--- src/rtl/jsu_pkg.sv ---
// Shared types, codes and a helper function for the JSON string unescape unit.
package jsu_pkg;

    // Parser mode codes.
    localparam logic [1:0] MODE_PLAIN = 2'd0;
    localparam logic [1:0] MODE_ESC   = 2'd1;
    localparam logic [1:0] MODE_HEX   = 2'd2;

    // Result status codes.
    localparam logic [1:0] ST_OK     = 2'd0;
    localparam logic [1:0] ST_EOF    = 2'd1;
    localparam logic [1:0] ST_BADESC = 2'd2;
    localparam logic [1:0] ST_BADHEX = 2'd3;

    // Characters that the parser looks for.
    localparam logic [7:0] CH_QUOTE = 8'h22;
    localparam logic [7:0] CH_BSL   = 8'h5C;
    localparam logic [7:0] CH_SLASH = 8'h2F;
    localparam logic [7:0] CH_B     = 8'h62;
    localparam logic [7:0] CH_F     = 8'h66;
    localparam logic [7:0] CH_N     = 8'h6E;
    localparam logic [7:0] CH_R     = 8'h72;
    localparam logic [7:0] CH_T     = 8'h74;
    localparam logic [7:0] CH_U     = 8'h75;

    // Control bytes produced by the letter escapes.
    localparam logic [7:0] CTL_BS = 8'h08;
    localparam logic [7:0] CTL_FF = 8'h0C;
    localparam logic [7:0] CTL_LF = 8'h0A;
    localparam logic [7:0] CTL_CR = 8'h0D;
    localparam logic [7:0] CTL_HT = 8'h09;

    // Number of the last hex digit in a \u sequence, counted from zero.
    localparam logic [1:0] HEX_LAST = 2'd3;

    // Parser state carried from one byte to the next.
    typedef struct packed {
        logic [1:0] parse_mode;
        logic [1:0] hex_count;
        logic [7:0] hex_accum;
    } parse_state_t;

    // One decoded result, with a flag that says whether a result exists.
    typedef struct packed {
        logic       emit;
        logic [7:0] out_byte;
        logic       string_done;
        logic [1:0] status;
    } parse_result_t;

    // Hex digit test and value; is_hex is low for a byte that is no digit.
    typedef struct packed {
        logic       is_hex;
        logic [3:0] value;
    } hex_digit_t;

    function automatic hex_digit_t hex_decode(input logic [7:0] c);
        hex_digit_t d;
        d.is_hex = 1'b1;
        d.value  = 4'd0;
        if (c >= 8'h30 && c <= 8'h39) begin
            d.value = c[3:0];
        end
        else if ((c >= 8'h61 && c <= 8'h66) || (c >= 8'h41 && c <= 8'h46)) begin
            // Letters a..f and A..F share the low three bits: 1..6 maps to 10..15.
            d.value = {1'b1, 3'(c[2:0] + 3'd1)};
        end
        else begin
            d.is_hex = 1'b0;
        end
        return d;
    endfunction

endpackage

--- src/rtl/json_string_unescape_unit.sv ---
// Top level of the JSON string unescape unit: input register, decode, result register.
// The unit takes one byte of a JSON string body per cycle and returns decoded bytes,
// an end-of-string marker, or an error status. Every transaction passes through an
// input register and a result register, with the decode between them. A new byte is
// accepted in every cycle as long as the result register is free or its result is
// taken in the same cycle. Backslash, the letter u and the first three hex digits of
// an escape produce no result. After a closing quote, end of input or any error the
// unit is back in plain mode and starts a new string body.
module json_string_unescape_unit (
    input  logic       clk,
    input  logic       rst_n,
    input  logic       in_valid,
    output logic       in_stall,
    input  logic [7:0] in_byte,
    input  logic       at_eof,
    output logic       out_valid,
    input  logic       out_stall,
    output logic [7:0] out_byte,
    output logic       string_done,
    output logic [1:0] status
);
    import jsu_pkg::*;

    logic          in_valid_reg;
    logic [7:0]    in_byte_reg;
    logic          at_eof_reg;
    parse_state_t  state_reg;
    parse_state_t  state_next;
    parse_result_t result_next;
    logic          out_valid_reg;
    logic [7:0]    out_byte_reg;
    logic          string_done_reg;
    logic [1:0]    status_reg;
    logic          advance;

    // The held byte moves on whenever the result register can take a result.
    assign advance  = in_valid_reg && (!out_valid_reg || !out_stall);
    assign in_stall = in_valid_reg && !advance;

    jsu_decode u_decode (
        .cur_state  (state_reg),
        .in_byte    (in_byte_reg),
        .at_eof     (at_eof_reg),
        .next_state (state_next),
        .result     (result_next)
    );

    // Input register control.
    always_ff @(posedge clk or negedge rst_n)
    begin
        if (!rst_n)
        begin
            in_valid_reg <= 1'b0;
        end
        else if (!in_stall)
        begin
            in_valid_reg <= in_valid;
        end
    end

    // Input register payload.
    always_ff @(posedge clk)
    begin
        if (in_valid && !in_stall)
        begin
            in_byte_reg <= in_byte;
            at_eof_reg  <= at_eof;
        end
    end

    // Parser state advances once per decoded byte.
    always_ff @(posedge clk or negedge rst_n)
    begin
        if (!rst_n)
        begin
            state_reg <= '{parse_mode: MODE_PLAIN, hex_count: 2'd0, hex_accum: 8'd0};
        end
        else if (advance)
        begin
            state_reg <= state_next;
        end
    end

    // Result register control.
    always_ff @(posedge clk or negedge rst_n)
    begin
        if (!rst_n)
        begin
            out_valid_reg <= 1'b0;
        end
        else if (!out_valid_reg || !out_stall)
        begin
            out_valid_reg <= advance && result_next.emit;
        end
    end

    // Result register payload.
    always_ff @(posedge clk)
    begin
        if (advance && result_next.emit)
        begin
            out_byte_reg    <= result_next.out_byte;
            string_done_reg <= result_next.string_done;
            status_reg      <= result_next.status;
        end
    end

    assign out_valid   = out_valid_reg;
    assign out_byte    = out_byte_reg;
    assign string_done = string_done_reg;
    assign status      = status_reg;

`ifndef SYNTHESIS
    // A marker or error result never carries a data byte.
    assert property (@(posedge clk) disable iff (!rst_n)
        out_valid_reg && (string_done_reg || status_reg != ST_OK) |-> out_byte_reg == 8'd0)
        else $error("marker or error result carries a nonzero byte");

    // The hex digit count is only nonzero inside a \u escape.
    assert property (@(posedge clk) disable iff (!rst_n)
        state_reg.parse_mode != MODE_HEX |-> state_reg.hex_count == 2'd0)
        else $error("hex digit count left over outside hex mode");

    // A decoded end-of-input always returns the parser to plain mode.
    assert property (@(posedge clk) disable iff (!rst_n)
        advance && at_eof_reg |=> state_reg.parse_mode == MODE_PLAIN)
        else $error("parser not in plain mode after end of input");

    // A held result is never overwritten while the output side stalls.
    assert property (@(posedge clk) disable iff (!rst_n)
        out_valid_reg && out_stall |-> !advance)
        else $error("decoded byte advanced into a stalled result register");
`endif

endmodule

--- src/rtl/jsu_decode.sv ---
// Combinational next-state and result logic for one byte of a JSON string body.
module jsu_decode (
    input  jsu_pkg::parse_state_t  cur_state,
    input  logic [7:0]             in_byte,
    input  logic                   at_eof,
    output jsu_pkg::parse_state_t  next_state,
    output jsu_pkg::parse_result_t result
);
    import jsu_pkg::*;

    hex_digit_t  digit;
    logic [7:0]  shifted_accum;

    assign digit         = hex_decode(in_byte);
    assign shifted_accum = {cur_state.hex_accum[3:0], digit.value};

    // Mode update and result selection.
    always_comb
    begin
        next_state             = '{parse_mode: MODE_PLAIN, hex_count: 2'd0, hex_accum: 8'd0};
        result.emit            = 1'b0;
        result.out_byte        = 8'd0;
        result.string_done     = 1'b0;
        result.status          = ST_OK;

        if (at_eof)
        begin
            // End of input in any mode reports and drops back to plain mode.
            result.emit   = 1'b1;
            result.status = ST_EOF;
        end
        else if (cur_state.parse_mode == MODE_ESC)
        begin
            result.emit = 1'b1;
            unique case (in_byte)
                CH_B:     result.out_byte = CTL_BS;
                CH_F:     result.out_byte = CTL_FF;
                CH_N:     result.out_byte = CTL_LF;
                CH_R:     result.out_byte = CTL_CR;
                CH_T:     result.out_byte = CTL_HT;
                CH_QUOTE,
                CH_BSL,
                CH_SLASH: result.out_byte = in_byte;
                CH_U:
                begin
                    // Start of a four-digit hex escape; no result yet.
                    result.emit           = 1'b0;
                    next_state.parse_mode = MODE_HEX;
                end
                default:  result.status = ST_BADESC;
            endcase
        end
        else if (cur_state.parse_mode == MODE_HEX)
        begin
            if (!digit.is_hex)
            begin
                result.emit   = 1'b1;
                result.status = ST_BADHEX;
            end
            else if (cur_state.hex_count == HEX_LAST)
            begin
                // Last digit: the low byte of the value is the result.
                result.emit     = 1'b1;
                result.out_byte = shifted_accum;
            end
            else
            begin
                next_state.parse_mode = MODE_HEX;
                next_state.hex_count  = cur_state.hex_count + 2'd1;
                next_state.hex_accum  = shifted_accum;
            end
        end
        else
        begin
            // Plain mode; the unused mode code behaves the same way.
            if (in_byte == CH_QUOTE)
            begin
                result.emit        = 1'b1;
                result.string_done = 1'b1;
            end
            else if (in_byte == CH_BSL)
            begin
                next_state.parse_mode = MODE_ESC;
            end
            else
            begin
                result.emit     = 1'b1;
                result.out_byte = in_byte;
                next_state.hex_count = cur_state.hex_count;
                next_state.hex_accum = cur_state.hex_accum;
            end
        end
    end

endmodule
--- config.mk ---
export PLATFORM = sky130hd
export DESIGN_NAME = json_string_unescape_unit
export DESIGN_NICKNAME = d
export VERILOG_FILES = /design/src/rtl/jsu_pkg.sv /design/src/rtl/json_string_unescape_unit.sv /design/src/rtl/jsu_decode.sv
export SDC_FILE = /design/constraint.sdc
export NUM_CORES = 1
export LEC_CHECK = 0
export BUFFER_PORTS_ARGS = -buffer_cell sky130_fd_sc_hd__buf_4
export CORE_AREA = 2 2 81 83
export DETAILED_ROUTE_END_ITERATION = 8
export DIE_AREA = 0 0 83 85
export PLACE_DENSITY_LB_ADDON = 0.2
export SYNTH_ARGS = -nofsm -noshare
export SYNTH_HDL_FRONTEND = slang
export SYNTH_HIERARCHICAL = 1
export SYNTH_SLANG_ARGS = --single-unit
--- constraint.sdc ---
create_clock -name clk -period 3.73 [get_ports clk]
set_clock_uncertainty 0.05 [all_clocks]
set_input_delay 0.1865 -clock clk [delete_from_list [all_inputs] [get_ports clk]]
set_output_delay 0.1865 -clock clk [all_outputs]
set_load 0.03 [all_outputs]
# [Yosys cells after proc, flatten, opt, wreduce, memory -nomap -nowiden]
# Cells that the tools add are included.
[totals] word_cells=78 register_bits=30 input_bits=13 out_inout_bits=13
[op_classes] n_eq_ne=12 addsub=2 mux=30 reduce_logical=18 magnitude_cmp=6
[ops] operator="$mux 12" count=5
[ops] operator="$eq 8x7->1 const B" count=7
[ops] operator="$pmux 8 s6" count=1
[ops] operator="$mux 9" count=4
[ops] operator="$mux 10" count=2
[ops] operator="$eq 8x6->1 const B" count=2
[ops] operator="$ge 8x7->1 const B" count=2
[ops] operator="$le 8x7->1 const B" count=2
[ops] operator="$mux 8" count=2
[ops] operator="$mux 2" count=6
[ops] operator="$reduce_or 9->1" count=1
[ops] operator="$ge 8x6->1 const B" count=1
[ops] operator="$le 8x6->1 const B" count=1
[ops] operator="$mux 1" count=8
[ops] operator="$mux 4" count=2
[ops] operator="$logic_and 1x1->1" count=7
[ops] operator="$reduce_or 3->1" count=2
[ops] operator="$reduce_bool 5->1" count=1
[ops] operator="$eq 2x2->1 const B" count=2
[ops] operator="$logic_not 1->1" count=4
[ops] operator="$add 3x1->3 const B" count=1
[ops] operator="$add 2x1->2 const B" count=1
[ops] operator="$eq 2x1->1 const B" count=1
[ops] operator="$logic_or 1x1->1" count=2
[ops] operator="$reduce_and 2->1" count=1

# [Logic depth before layout (Yosys ltp)]
# Gate-level depths: netlist of run 1.
[logic_depth] word_depth=11 depth_mapped=9

# [By module]
# The synthesis of run 1 kept the hierarchy.
[by_module_without_submodules] mod="json_string_unescape_unit" n_inst=1 seq_area_each_um2=950.9 cells_each=56 area_each_um2=1146.1
[by_module_without_submodules] mod="jsu_decode" n_inst=1 seq_area_each_um2=0.0 cells_each=137 area_each_um2=937.1

# [Least setup slack after synthesis of run 1]
# Ideal clock, no wire load.
[synth_timing] kind="reg2reg" start="register in_byte_reg[0]" end="register out_byte_reg[0], in the netlist out_byte[0], enable pin" t_arrival_ns=2.395 setup_ns=0.382 path_stages_with_launch=9 n_path_buf=0 slack_ns=0.902 path_cell_list="edfxtp_1 > inv_1 > ha_1 > nor3b_1 > nor3_2 > o21ai_0 > a31o_2 > nand2_1 > a21oi_1"
[synth_rtl] element="start, declared" line="json_string_unescape_unit.sv:25" text="logic [7:0] in_byte_reg;"
[synth_rtl] element="start signal, assigned" line="json_string_unescape_unit.sv:66" text="in_byte_reg <= in_byte;"
[synth_rtl] element="end signal, assigned" line="json_string_unescape_unit.sv:102" text="out_byte_reg <= result_next.out_byte;"
[synth_rtl] element="end, declared" line="json_string_unescape_unit.sv:31" text="logic [7:0] out_byte_reg;"

==> flow_metrics.py, run 1 <==
metrics = {
    "global_routing": {
        "grt_usage_pct": 13.8,
        "grt.overflow.total": 0,
        "grt_max_degree": 18,
        "antenna_found_initial": 0,
        "grt_pass1_vias": 1556,
        "grt_pass1_wl_um": 7700,
    },
    "sta": {
        "max_slew.worst_pin.slew_ns": 0.817,
        "slew_headroom_pct": 44.8,
        "period_share_pct": 77.2,
        "setup_viol": 0,
        "setup_tns_ns": 0,
        "fin_crit_ns": 2.88,
        "rsz0062_at_grt": "false",
        "hold_violations": 0,
        "drv_slew": 0,
        "fmax_ghz": 0.347,
    },
    "worst_setup_path": {
        "critPathArrivalTime_ns": 2.82,
        "r2r_slack_ns": 0.85,
        "end_kind": "flip-flop",
        "r2r_cells": 9,
        "r2r-end": "status[1]$_DFFE_PP_",
        "crit-reg2reg-launch": "in_byte_reg[0]$_DFFE_PP_",
        "crit_fanout": 11,
        "endpoint": "status[1]$_DFFE_PP_",
        "path_class": "flip-flop to flip-flop",
        "startpoint": "in_byte_reg[0]$_DFFE_PP_",
        "worstPathRequired_ns": 3.67,
        "startpoint_type": "flip-flop",
    },
    "layout": {
        "fill_cells": 624,
        "num_antenna_cells": 0,
        "area_delta_synth_final_pct": 18.7,
        "layout-drive-gt1-share_pct": 27.2,
        "post-route-util_pct": 36.4,
        "nNetsFinal": 223,
        "regArea_um2": 851,
        "multi_input_comb_area_um2": 985,
    },
    "floorplanning": {
        "io_pins": 26,
        "initial_utilization_pct": 30.7,
        "die_area_um2": 7060,
        "num_rows": 29,
        "die_h_um": 85,
        "core_um2": 6200,
        "die_width_um": 83,
    },
    "drt": {
        "routedWlPerCell_um": 16.5,
        "drtAntennaViolNets": 0,
        "viasPerCell": 5.53,
        "drt_wl_total_um": 4660,
        "drc": 0,
        "firstDrtPassIters": 4,
        "via_count": 1564,
        "drt_iter0_drc": 149,
    },
    "placed_design": {
        "place.gp.congestion": 0.840,
        "dp_hpwl_um": 3510,
        "port_buffers": 25,
    },
    "pwr": {
        "power_density_nw_per_um2": 348,
        "power.total_w": 0.000785,
        "power_leakage_nw": 0.871,
        "ir_drop_v": 0.000118,
    },
    "cts": {
        "cts_buffers": 5,
        "clk_pin_slew_worst_paths_ns": 0.07,
        "cts_hold_buf": 1,
        "cts_resized": 0,
        "post_cts_buffers": 0,
        "cts_root_buffer": "clkbuf_8",
        "htree_levels": 2,
        "insertion_delay_ns": 0.29,
        "tritoncts": "built",
        "cts_buffer_depth": 2,
        "cts.sinks": 30,
    },
    "synth": {
        "synth_area_um2": 1900,
        "syn_avg_cell_area_um2": 10.5,
        "yosysWarnings": 6,
        "syn_inst": 181,
        "syn_nets": 199,
    },
    "worst_hold_path": {
        "hp-start": "in_byte[5]",
        "hold_class": "primary input to flip-flop",
    },
    "run_status": {
        "outcome": "complete, no violations",
    },
    "job": {
        "drv_cap": 0,
    },
}
==> area by class of cell <==
class,count,area share [%]
Multi-Input combinational cell,135,43.6
Sequential cell,30,37.7
Timing Repair Buffer,28,9.42
Tap cell,77,4.27
Clock buffer,6,3.66
Inverter,5,0.831
Clock inverter,2,0.554
==> worst min path at each step <==
stage	end	slack (ns)	cells past startpoint
2_1_floorplan	in_valid_reg$_DFFE_PN0N_	-0.16	0
3_3_place_gp	out_valid$_DFFE_PN0P_	-0.03	1
3_5_place_dp	in_valid_reg$_DFFE_PN0N_	-0.03	1
4_1_cts	in_byte_reg[6]$_DFFE_PP_	0.02	1
5_1_grt	in_byte_reg[3]$_DFFE_PP_	0.01	1
6_report	in_byte_reg[5]$_DFFE_PP_	0.02	1
==> layout by cell type, fill, tap and decap left out, types with 4 or more instances in the layout <==
master	instances
o211ai_1	7
nor2_1	8
dfrtp_1	10
clkbuf_8	6
a221oi_1	4
nand2_1	8
nand2b_1	6
o21ai_0	9
a31oi_1	4
ha_1	5
nand3_1	6
edfxtp_1	20
buf_4	27
mux2_2	9
a211oi_1	4
a21oi_1	12
and3_1	4
inv_1	5
and2_1	4
nor3_1	4
==> per-stage QoR <==
step	worst slack, ns	instance area, um^2	hold slack, ns	instances
global placement	1.00	2150	-0.0279	274
finish	0.850	2260	0.0187	283
CTS	0.893	2260	0.0163	283
detailed placement	0.929	2150	-0.0293	274
global route	0.610	2260	0.0120	283
floorplan	0.902	1900	-0.159	181
==> power by group <==
group	internal (W)	total, W	switching (W)
Sequential	0.000378	0.000399	0.0000219
Clock	0.000148	0.000275	0.000127
Combinational	0.0000468	0.000111	0.0000639
Total	0.000572	0.000785	0.000213
==> worst max-delay path: stages (launching register included) <==
cell and delay (ns):
edfxtp_1 0.51, inv_1 0.15, ha_1 0.31, nor3b_1 0.49, nor3_2 0.18, o21ai_0 0.28, a31o_2 0.20, nand2_1 0.06
a21oi_1 0.12, buf_4 0.21
==> routing by layer <==
| layer | up-vias | part of all wire (%) | global-route usage, % |
|---|---|---|---|
| met5 | - | 0 | 0 |
| met4 | 0 | 4.0 | 8.35 |
| met3 | 14 | 3.8 | 2.63 |
| met2 | 40 | 46 | 22.3 |
| met1 | 759 | 46 | 17.1 |
| li1 | 751 | - | - |
Note: power is estimated with default switching activity, not from simulation.
==> run 2: changes to the inputs <==
Clock period 3.73 ns to 2.4 ns, I/O delays scaled along.
==> flow_metrics.py, run 2 (synthesis results as in run 1) <==
metrics = {
    "sta": {
        "max_slew.worst_pin.slew_ns": 0.500,
        "setup_viol": 0,
        "setup_tns_ns": 0,
        "fmax_ghz": 0.438,
        "slew_headroom_pct": 66.6,
        "drv_slew": 0,
        "period_share_pct": 95.2,
        "fin_hold_ws_ns": 0.0316,
        "rsz0062_at_grt": "false",
        "fin_crit_ns": 2.29,
        "hold_violations": 0,
    },
    "placed_design": {
        "place.gp.congestion": 0.868,
        "place_area_um2": 2350,
        "dp_hpwl_um": 3920,
        "port_buffers": 25,
    },
    "global_routing": {
        "grt_usage_pct": 15.3,
        "grt_max_degree": 16,
        "grt.overflow.total": 0,
        "grt_pass1_wl_um": 8450,
        "grt_pass1_vias": 1672,
        "antenna_found_initial": 0,
    },
    "pwr": {
        "power_frac_comb_pct": 19.3,
        "p_int_w": 0.000895,
        "clkPwrFrac_pct": 32.1,
        "sequentialPowerShare_pct": 48.6,
        "ir_drop_v": 0.000206,
        "power_leakage_nw": 1.03,
        "switching_share_pct": 28.0,
        "power_density_nw_per_um2": 485,
        "switchingPower_w": 0.000347,
    },
    "drt": {
        "dr_wl_met3_um": 247,
        "drc": 0,
        "firstDrtPassIters": 4,
        "viasPerCell": 5.41,
        "routedWlPerCell_um": 16.3,
        "drt_wl_total_um": 5170,
        "wl_met1_um": 2300,
        "via_count": 1711,
        "met2WireLength_um": 2430,
        "drt_iter0_drc": 130,
        "dr.max_layer_used": "met4",
        "drtAntennaViolNets": 0,
    },
    "layout": {
        "num_antenna_cells": 0,
        "layout-drive-gt1-share_pct": 34.3,
        "multi_input_comb_area_um2": 1010,
        "fill_cells": 609,
        "mostFrequentLayoutCell": "buf_4",
        "nNetsFinal": 256,
        "area_delta_synth_final_pct": 34.5,
        "design_area_um2": 2560,
        "regArea_um2": 851,
        "layout_common_cells": "buf_4, edfxtp_1, dlygate4sd3_1",
    },
    "worst_setup_path": {
        "endpoint": "state_reg[8]$_DFFE_PN0P_",
        "r2r_cells": 7,
        "cp.depth": 7,
        "slowest_stage": "or3b_2",
        "path_class": "flip-flop to flip-flop",
        "crit_fanout": 4,
        "worstPathRequired_ns": 2.52,
        "end_kind": "flip-flop",
        "crit-reg2reg-launch": "in_byte_reg[0]$_DFFE_PP_",
        "path_delay_family": "simple AND/OR/NAND/NOR gates",
        "r2r-end": "state_reg[8]$_DFFE_PN0P_",
        "critPathBufInv": 1,
        "r2r_slack_ns": 0.11,
        "cp_slowest_stage_delay_ns": 0.50,
        "startpoint_type": "flip-flop",
        "critPathArrivalTime_ns": 2.41,
        "crit_chain": "inv_1, ha_1, or3b_2, nor2_1, nor4_2, mux2_1, mux2_2",
        "startpoint": "in_byte_reg[0]$_DFFE_PP_",
    },
    "cts": {
        "cts.sinks": 30,
        "clk_pin_slew_worst_paths_ns": 0.07,
        "htree_levels": 2,
        "cts_buffer_depth": 2,
        "tritoncts": "built",
        "insertion_delay_ns": 0.28,
        "cts_buffers": 5,
        "cts_root_buffer": "clkbuf_8",
    },
    "floorplanning": {
        "die_width_um": 83,
        "core_um2": 6200,
        "die_h_um": 85,
        "initial_utilization_pct": 30.7,
        "die_area_um2": 7060,
        "num_rows": 29,
        "io_pins": 26,
    },
    "worst_hold_path": {
        "hold_class": "primary input to flip-flop",
    },
    "run_status": {
        "outcome": "complete, no violations",
    },
    "job": {
        "drv_cap": 0,
    },
}
## run 2: metrics by stage
| step | std cells | total power, W | utilization [%] | setup slack, ns |
|---|---|---|---|---|
| after floorplan | 181 | 0.000737 | - | 0.0278 |
| after global placement | 296 | 0.000835 | 37.8 | 0.129 |
| after detailed placement | 296 | 0.000837 | 37.8 | 0.0655 |
| after CTS | 315 | 0.00125 | 41.0 | 0.0515 |
| after global routing | 316 | 0.00130 | 41.3 | 0.0339 |
| final | 316 | 0.00124 | 41.3 | 0.114 |
## run 2: tightest hold or removal path: stages
cell and delay, ns:
buf_4 0.12, nand2_1 0.05, nand2_1 0.05
## run 2: how the worst min path moves through the flow
stage / from / end / slack (ns) / cells after the start
detailed placement: rst_n / state_reg[0]$_DFFE_PN0P_ / -0.09 / 1
floorplan: rst_n / in_valid_reg$_DFFE_PN0N_ / -0.23 / 0
global route: out_stall / out_valid$_DFFE_PN0P_ / 0.03 / 3
finish: out_stall / out_valid$_DFFE_PN0P_ / 0.03 / 3
CTS: out_stall / out_valid$_DFFE_PN0P_ / 0.02 / 3
global placement: rst_n / out_valid$_DFFE_PN0P_ / -0.09 / 1
## run 2: cell type report
class | instances | share of cell area (%)
multi-input combinational | 135 | 39.5
sequential | 30 | 33.2
timing repair buffer | 61 | 19.5
tap | 77 | 3.76
clock buffer | 5 | 2.69
inverter | 5 | 0.733
clock inverter | 3 | 0.635
## run 2: per-layer routing
metal,vias up,track usage (%)
met5,-,0
met4,0,7.45
met3,16,3.79
met2,57,23.8
met1,818,20.0
li1,820,-
## run 2: power by group through the flow
stage,Clock [W],Combinational (W),Sequential (W)
6_report,0.000399,0.000240,0.000603
5_1_grt,0.000440,0.000257,0.000607
4_1_cts,0.000413,0.000236,0.000604
3_5_place_dp,0,0.000222,0.000615
3_3_place_gp,0,0.000221,0.000614
2_1_floorplan,0,0.0000900,0.000647
## run 2: what timing repair did
action                                  4_1_cts  5_1_grt
endpoints found under the setup margin        0       14
setup buffers                                 0        1
hold buffers                                 11        0
resized for setup                             0        3
endpoints found under the hold margin        20        0
